## src/hw/rtl/surt_pkg.sv

```systemverilog
`timescale 1ns / 1ps
// ----------------------------------------------------------------------------
// surt_pkg
// Shared types and codes for the sorted unique rank table.
// ----------------------------------------------------------------------------
package surt_pkg;

  typedef enum logic [1:0] {
    CMD_INSERT = 2'd0,
    CMD_QUERY  = 2'd1,
    CMD_CLEAR  = 2'd2
  } cmd_t;

  // broadcast control to every cell
  typedef struct packed {
    logic ins;  // insert of a new value with room left
    logic clr;  // empty the table
  } cell_ctl_t;

endpackage

```

## src/hw/rtl/surt_cell.sv

```systemverilog
`timescale 1ns / 1ps
// ----------------------------------------------------------------------------
// surt_cell
// One table entry: compares against the broadcast key and shifts right on insert.
// ----------------------------------------------------------------------------
module surt_cell #(
  parameter int W = 32
) (
  input  logic                clk,
  input  logic                rst_n,
  input  surt_pkg::cell_ctl_t ctl,
  input  logic signed [W-1:0] key_i,
  input  logic                less_left,
  input  logic                valid_left,
  input  logic signed [W-1:0] value_left,
  output logic signed [W-1:0] value_o,
  output logic                valid_o,
  output logic                less_o,
  output logic                eq_o,
  output logic                boundary_o
);

  logic signed [W-1:0] value_r, value_nxt;
  logic                valid_r, valid_nxt;

  assign less_o     = valid_r && (value_r < key_i);
  assign eq_o       = valid_r && (value_r == key_i);
  assign boundary_o = less_left && !less_o;
  assign value_o    = value_r;
  assign valid_o    = valid_r;

  always_comb begin
    value_nxt = value_r;
    valid_nxt = valid_r;
    if (ctl.clr) begin
      valid_nxt = 1'b0;
    end else if (ctl.ins && !less_o) begin
      if (less_left) begin
        value_nxt = key_i;
        valid_nxt = 1'b1;
      end else begin
        value_nxt = value_left;
        valid_nxt = valid_left;
      end
    end
  end

  always_ff @(posedge clk) begin
    if (!rst_n) begin
      valid_r <= 1'b0;
    end else begin
      valid_r <= valid_nxt;
    end
  end

  always_ff @(posedge clk) begin
    value_r <= value_nxt;
  end

endmodule
```

## config.mk

```make
export PLATFORM = sky130hd
export DESIGN_NAME = surt_cell
export DESIGN_NICKNAME = d
export VERILOG_FILES = /design/src/hw/rtl/surt_pkg.sv /design/src/hw/rtl/surt_cell.sv
export SDC_FILE = /design/constraint.sdc
export NUM_CORES = 1
export LEC_CHECK = 0
export ABC_CLOCK_PERIOD_IN_PS = 6300
export BUFFER_PORTS_ARGS = -buffer_cell sky130_fd_sc_hd__buf_2
export CORE_UTILIZATION = 30
export CTS_BUF_LIST = sky130_fd_sc_hd__clkbuf_4
export DETAILED_ROUTE_END_ITERATION = 10
export GPL_TIMING_DRIVEN = 0
export SETUP_SLACK_MARGIN = 0.3
export SLEW_MARGIN = 20
export SYNTH_ARGS = -nofsm -noshare
export SYNTH_HDL_FRONTEND = slang
export SYNTH_SLANG_ARGS = --single-unit
export TNS_END_PERCENT = 50
```

## constraint.sdc

```tcl
create_clock -name clk -period 6.3 [get_ports clk]
set_clock_uncertainty 0.1 [all_clocks]
set_input_delay 0.945 -clock clk [delete_from_list [all_inputs] [get_ports clk]]
set_output_delay 0.945 -clock clk [all_outputs]
set_load 0.05 [all_outputs]
```

=== Word-level counts from Yosys, hierarchy flattened ===
Index checks and enable logic that the tools add are counted.

* Flip-flop bits (word level): 33
* Input bits: 70
* Output and inout bits: 36

* Magnitude comparators: 1
* Eq/ne operators: 1
* Muxes and demuxes: 2
* Bitwise operators: 2
* Reduce and logical (&&, ||, !) cells: 7

{| class="wikitable"
|+ Operator list
! cell !! number
|-
| $eq 32x32->1 || 1
|-
| $lt 32x32->1 || 1
|-
| $mux 32 || 1
|-
| $logic_and 1x1->1 || 4
|-
| $not 1->1 || 2
|-
| $reduce_and 2->1 || 1
|-
| $reduce_or 2->1 || 1
|-
| $logic_not 1->1 || 1
|-
| $mux 1 || 1
|}

=== Longest topological paths before layout ===
Gate-level depths: netlist of run 1.

* Word-level depth: 5
* Depth in mapped cells: 9
* Gate-level depth less buffers: 9

=== Least setup slack after synthesis of run 1 ===
No wires, ideal clock.

* Path kind: input -> register
* Start point: in key_i[7]
* End point: reg value_r[0], in the netlist value_o[0] (enable)
* Setup time: 0.468 ns
* Arrival time: 5.173 ns
* Path slack: 0.559 ns
* Cell stages on the path: 9
* Buffers on the path: 0
* Path through: inv_1 -> ha_1 -> a21oi_1 -> o21ai_0 -> o2bb2ai_1 -> o41a_1 -> a211oi_2 -> mux2i_1 -> nor3b_1

* Cells in the longest elaborated chain, start to end: 5

{| class="wikitable"
|+ Ends and longest elaborated chain
! what !! RTL line !! RTL
|-
| start: declaration || surt_cell.sv:12 || <nowiki>input logic signed [W-1:0] key_i,</nowiki>
|-
| $lt 32x32->1 || surt_cell.sv:26 || <nowiki>assign less_o = valid_r && (value_r < key_i);</nowiki>
|-
| $logic_and 1x1->1 || surt_cell.sv:26 ||
|-
| net less_o || surt_cell.sv:18 || <nowiki>output logic less_o,</nowiki>
|-
| $logic_not 1->1 || surt_cell.sv:37 || <nowiki>end else if (ctl.ins && !less_o) begin</nowiki>
|-
| $logic_and 1x1->1 || surt_cell.sv:37 ||
|-
| $reduce_and 2->1 (no line) || - ||
|-
| end signal: assignment || surt_cell.sv:57 || <nowiki>value_r <= value_nxt;</nowiki>
|-
| end: declaration || surt_cell.sv:23 || <nowiki>logic signed [W-1:0] value_r, value_nxt;</nowiki>
|}

The timed path passes the listed nets, and every way through them passes these cells.
A chain may end at the register's enable or synchronous reset.

=== Worst setup path after layout of run 1 ===
* Start point: in key_i[11]
* End point: out less_o

* Cells in the longest elaborated chain, start to end: 2

{| class="wikitable"
|+ Ends and longest elaborated chain
! what !! RTL line
|-
| $lt 32x32->1 || surt_cell.sv:26
|-
| $logic_and 1x1->1 || surt_cell.sv:26
|-
| end: declaration || surt_cell.sv:18
|}

No other way between the ends.

==> run metrics, run 1 <==
commonest cells after routing, fill and taps aside=buf_2, inv_1, mux2_2, ha_1, edfxtp_1; layout cells sized above 1=48.7%; grt ovf=0; chip width=88.1 um; CP cell instances=buf_2 -> inv_1 -> ha_1 -> a21oi_1 -> o21a_1 -> o2bb2ai_1 -> o41a_1 -> a211oi_2 -> mux2i_1 -> buf_2; Core Area=7210 sq um; via/cell ratio=4.42; critical path type=in -> out; CTS Sinks=33; slowest stage delay, CP=0.43 ns; part of the Yosys area used for sequential elements=44.1%; syn nets=296; post-cts gate resize count=0; Synth Warn #=0; Power Density=181 nW/um^2; cell count after synthesis=194; Port Buffers=104; Initial DRC Count=36; number of routed nets with antenna violations=0; status=finished, final reports clean; largest net degree at the start of global routing=11; RSZ-0062 raised after global routing=false; endpoint class of the critical path=output pin; starting density of the core=30.8%; Clock transition at path regs=0.10 ns; first-pass GRT wire length=7550 um; Worst path slowest cell=o41a_1; GRT Util Overall=13.0%; setup TNS=0 ns; drt first pass iters=6; postcts setup bufs=0; Die ar.=7760 sq um; Post-Synthesis Cell Area=2220 sq um; arrival time at the worst endpoint=3.18 ns; number of global-route vias before repair=1658; total number of vias=1809; Tmin final=4.23 ns; NetSw=0.000175 W; mean area per synthesized cell=11.5 sq um; cts hold-fix bufs=0; Required @ worst endpoint=5.25 ns; Synth Register Bits=33; switching share of power=32.5%; crit-path max FO=4; # DRC=0; htree depth=2; Lkg Pwr=1.45 nW; Final Cycle Share=67.1%; Slew @ Worst Pin=0.586 ns; DR WL/cell=12.6 um; clock share of power=23.0%; fmax=0.236 GHz; most common cell after layout, fill and taps aside=buf_2; Worst VDD drop=0.0000644 V; Placer Congestion=0.679; Setup WS pre-CTS=2.03 ns; fin nets=411; worst rel slew slack=61.0%; CTS tree=done; Inserted Diodes=0; Final Hold Viols=0; Root Driver=clkbuf_4; DP Wirelength=4280 um; Cell variety after synth=26; IO Count=106; # rows=31; Reg power frac=48.7%; Clock Latency Late Sink=0.34 ns; CTS max path bufs=2; DIE HEIGHT=88.1 um; Startpoint Class=input port; worst setup margin=2.07 ns; final setup vio count=0; class of the worst hold path=reg -> reg; Most common cell on crit path=buf_2; initial antenna violation count=0; Layout area overhead=33.2%; final WL=5150 um; Max-Cap Viols=0; total power=0.000538 W; Inserted Clock Buffers=5; combinational power share=28.3%; Max Slew Vio Count=0; number of fill cells in the layout=755; Cell Int Power=0.000363 W
-- path summary, 6_finish.rpt --
path / startpoint / endpoint / slack, ns / cells past startpoint
setup reg to reg: value_o[15] / value_o[16] / 3.00 / 10
hold reg to reg: valid_o / valid_o / 0.66 / 3
hold / removal: valid_o / valid_o / 0.66 / 3
setup / recovery: key_i[11] / less_o / 2.07 / 10
-- synth_stat cells --
cell type	number	area share, %
nand4_1	6	1.7
dfxtp_1	1	0.90
a211oi_1	4	1.3
o21ai_0	6	1.3
mux2_2	32	16
nor3b_1	1	0.34
o2bb2ai_1	1	0.39
ha_1	32	18
nor3_1	1	0.22
o21bai_1	1	0.34
a211oi_2	1	0.56
nand3_1	1	0.22
a21boi_2	1	0.51
o211a_1	1	0.45
nor2b_1	2	0.56
o21a_1	1	0.34
o41a_1	1	0.51
clkbuf_1	4	0.67
edfxtp_1	32	43
nand2_1	9	1.5
mux2i_1	1	0.45
a21oi_1	11	2.5
inv_1	35	5.9
nor4_1	2	0.56
nand2b_1	1	0.28
nor2_1	6	1.0
-- through the flow --
step	area, sq um	util, %	hold slack (ns)	instances
6_report	2960	41.1	0.656	409
5_1_grt	2960	41.1	0.722	409
4_1_cts	2960	41.1	0.661	409
3_5_place_dp	2910	40.3	0.634	401
3_3_place_gp	2870	39.8	0.634	397
2_1_floorplan	2220	-	0.817	194
-- final cells by class --
| type | count | area, sq um | area share [%] |
|---|---|---|---|
| multi-input cells | 122 | 1100 | 37.2 |
| flip-flops and latches | 33 | 981 | 33.1 |
| repair buffers | 108 | 554 | 18.7 |
| inverters | 35 | 131 | 4.43 |
| well taps | 99 | 124 | 4.18 |
| clock buffers | 6 | 45.0 | 1.52 |
| plain buffers | 4 | 15.0 | 0.507 |
| clock inverters | 2 | 10.0 | 0.338 |
-- worst max-delay path: cells and delay by family --
kind                     cells  cell delay, ns
multiplexers                 1            0.43
buffers and inverters        3            0.46
AO/OA/AOI/OAI                5            1.04
adder cells (fa/ha/maj)      1            0.31
-- per-layer routing --
metal	up-vias	share of wire, %	GRT usage (%)
met3	9	4.9	3.02
met2	58	48	20.9
li1	934	-	-
met5	-	0	0
met1	808	45	16.7
met4	0	1.8	5.43
-- power by group through the flow --
stage	logic, W	registers (W)	clock network [W]
after floorplan	0.0000635	0.000305	0
final	0.000152	0.000262	0.000123
after global routing	0.000167	0.000264	0.000138
after detailed placement	0.000153	0.000267	0
after CTS	0.000154	0.000262	0.000132
after global placement	0.000148	0.000268	0
-- state kept, by name, indices dropped and copies added (netlist names) --
register  cells
valid_o       1
value_o      32
-- kinds of logic after synthesis --
group	share of synthesized area, %
flip-flops	44.1
AO/OA/AOI/OAI	8.27
AND/OR/NAND/NOR	6.41
multiplexers	16.6
buffers and inverters	6.58
adder cells (fa/ha/maj)	18.0
Note: power is estimated with default switching activity, not from simulation.
==> run 2, diff against run 1 <==
--- a/config.mk
+++ b/config.mk
@@ -5,7 +5,7 @@
 export SDC_FILE = /design/constraint.sdc
 export NUM_CORES = 1
 export LEC_CHECK = 0
-export ABC_CLOCK_PERIOD_IN_PS = 6300
+export ABC_CLOCK_PERIOD_IN_PS = 4400
 export BUFFER_PORTS_ARGS = -buffer_cell sky130_fd_sc_hd__buf_2
 export CORE_UTILIZATION = 30
 export CTS_BUF_LIST = sky130_fd_sc_hd__clkbuf_4
==> constraint.sdc (replaced) <==
create_clock -name clk -period 4.4 [get_ports clk]
set_clock_uncertainty 0.1 [all_clocks]
set_input_delay 0.66 -clock clk [delete_from_list [all_inputs] [get_ports clk]]
set_output_delay 0.66 -clock clk [all_outputs]
set_load 0.05 [all_outputs]
==> run metrics, run 2 (synthesis gave the netlist of run 1 again) <==
Final Hold Viols=0; htree depth=2; DR WL/cell=12.8 um; DIE HEIGHT=88.1 um; CTS max path bufs=2; placement-stage cell area=2910 sq um; fin nets=409; number of routed nets with antenna violations=0; Clock transition at path regs=0.10 ns; GRT met3 Usage=2.45%; post-cts gate resize count=0; postcts setup bufs=0; starting density of the core=30.8%; Core Area=7210 sq um; final instance area=2960 sq um; Initial DRC Count=39; IO Count=106; endpoint class of the critical path=output pin; final setup vio count=0; Cell Int Power=0.000526 W; CTS tree=done; fmax=0.265 GHz; Die ar.=7760 sq um; Final Cycle Share=85.6%; Root Driver=clkbuf_4; Max Slew Vio Count=0; first-pass GRT wire length=8240 um; met1 usage=18.4%; GR met2 Demand/Resource=23.4%; commonest cells after routing, fill and taps aside=buf_2, inv_1, mux2_2, ha_1, edfxtp_1; drt first pass iters=4; cts hold-fix bufs=0; initial antenna violation count=0; Reg power frac=48.5%; final core occ=41.1%; Slew @ Worst Pin=0.715 ns; arrival time at the worst endpoint=3.01 ns; fin cells=407; Startpoint Class=input port; dpl cells=399; gr busiest metal=met2; # rows=31; status=finished, final reports clean; most common cell after layout, fill and taps aside=buf_2; Lkg Pwr=1.44 nW; switching share of power=31.9%; crit-path max FO=4; via/cell ratio=4.44; # DRC=0; worst rel slew slack=52.3%; Inserted Diodes=0; RSZ-0062 raised after global routing=false; Clock Latency Late Sink=0.34 ns; largest net degree at the start of global routing=14; setup TNS=0 ns; number of global-route vias before repair=1765; Max-Cap Viols=0; layout cells sized above 1=48.1%; final WL=5200 um; clock share of power=23.3%; Worst VDD drop=0.000110 V; Power Density=261 nW/um^2; Tmin final=3.77 ns; DP Wirelength=4280 um; Layout area overhead=33.2%; Port Buffers=104; chip width=88.1 um; Required @ worst endpoint=3.64 ns; max reg flops=32; total number of vias=1807; Placer Congestion=0.709; Inserted Clock Buffers=5; critical path type=in -> out; NetSw=0.000247 W; class of the worst hold path=in -> reg; CTS Sinks=33; combinational power share=28.1%; GRT Util Overall=14.0%; grt ovf=0
[run 2: cell count changes in the layout (fill, tap and decap cells not counted)]
cell      before  now
nor3b_4        0    1
nor3b_2        1    0
buf_4          3    0
buf_8          0    1
clkbuf_4       6    7
clkinv_2       2    0
clkinv_1       0    1
[run 2: power by group through the flow]
stage	clock, W	sequential (W)	combinational [W]
floorplan	0	0.000437	0.0000920
global placement	0	0.000383	0.000213
detailed placement	0	0.000383	0.000219
CTS	0.000192	0.000376	0.000220
global route	0.000199	0.000378	0.000242
finish	0.000180	0.000375	0.000217
[run 2: critical path: stages]
cell and delay [ns]:
buf_2 0.08, inv_1 0.03, ha_1 0.31, a21oi_1 0.16
o21a_1 0.15, o2bb2ai_1 0.07, o41a_1 0.44, a211oi_2 0.23
mux2i_1 0.50, buf_2 0.36
[run 2: metal layers]
metal | wire length, um | share of wire, %
met1 | 2430 | 47
met2 | 2490 | 48
met3 | 219 | 4.2
met4 | 53 | 1.0
met5 | 0 | 0
[run 2: path summary, 6_finish.rpt]
path	from	endpoint	slack (ns)	cells past startpoint
worst max-delay path	key_i[11]	less_o	0.63	10
worst min-delay path	rst_n	valid_o	0.45	2
worst max register to register	value_o[13]	value_o[25]	1.00	9
worst min register to register	valid_o	valid_o	0.68	3
[run 2: cell type report]
cell class | instances | area [sq um]
plain buffers | 4 | 15.0
flip-flops and latches | 33 | 981
multi-input cells | 122 | 1110
fillers | 755 | 4250
clock inverters | 1 | 3.75
clock buffers | 7 | 52.6
well taps | 99 | 124
inverters | 35 | 131
repair buffers | 106 | 547
[run 2: per-stage QoR]
stage	worst slack [ns]	total power [W]	hold slack, ns
floorplan	0.107	0.000529	0.693
CTS	0.559	0.000789	0.433
global route	0.434	0.000819	0.437
global placement	0.00696	0.000596	0.648
finish	0.633	0.000773	0.453
detailed placement	0.586	0.000602	0.657
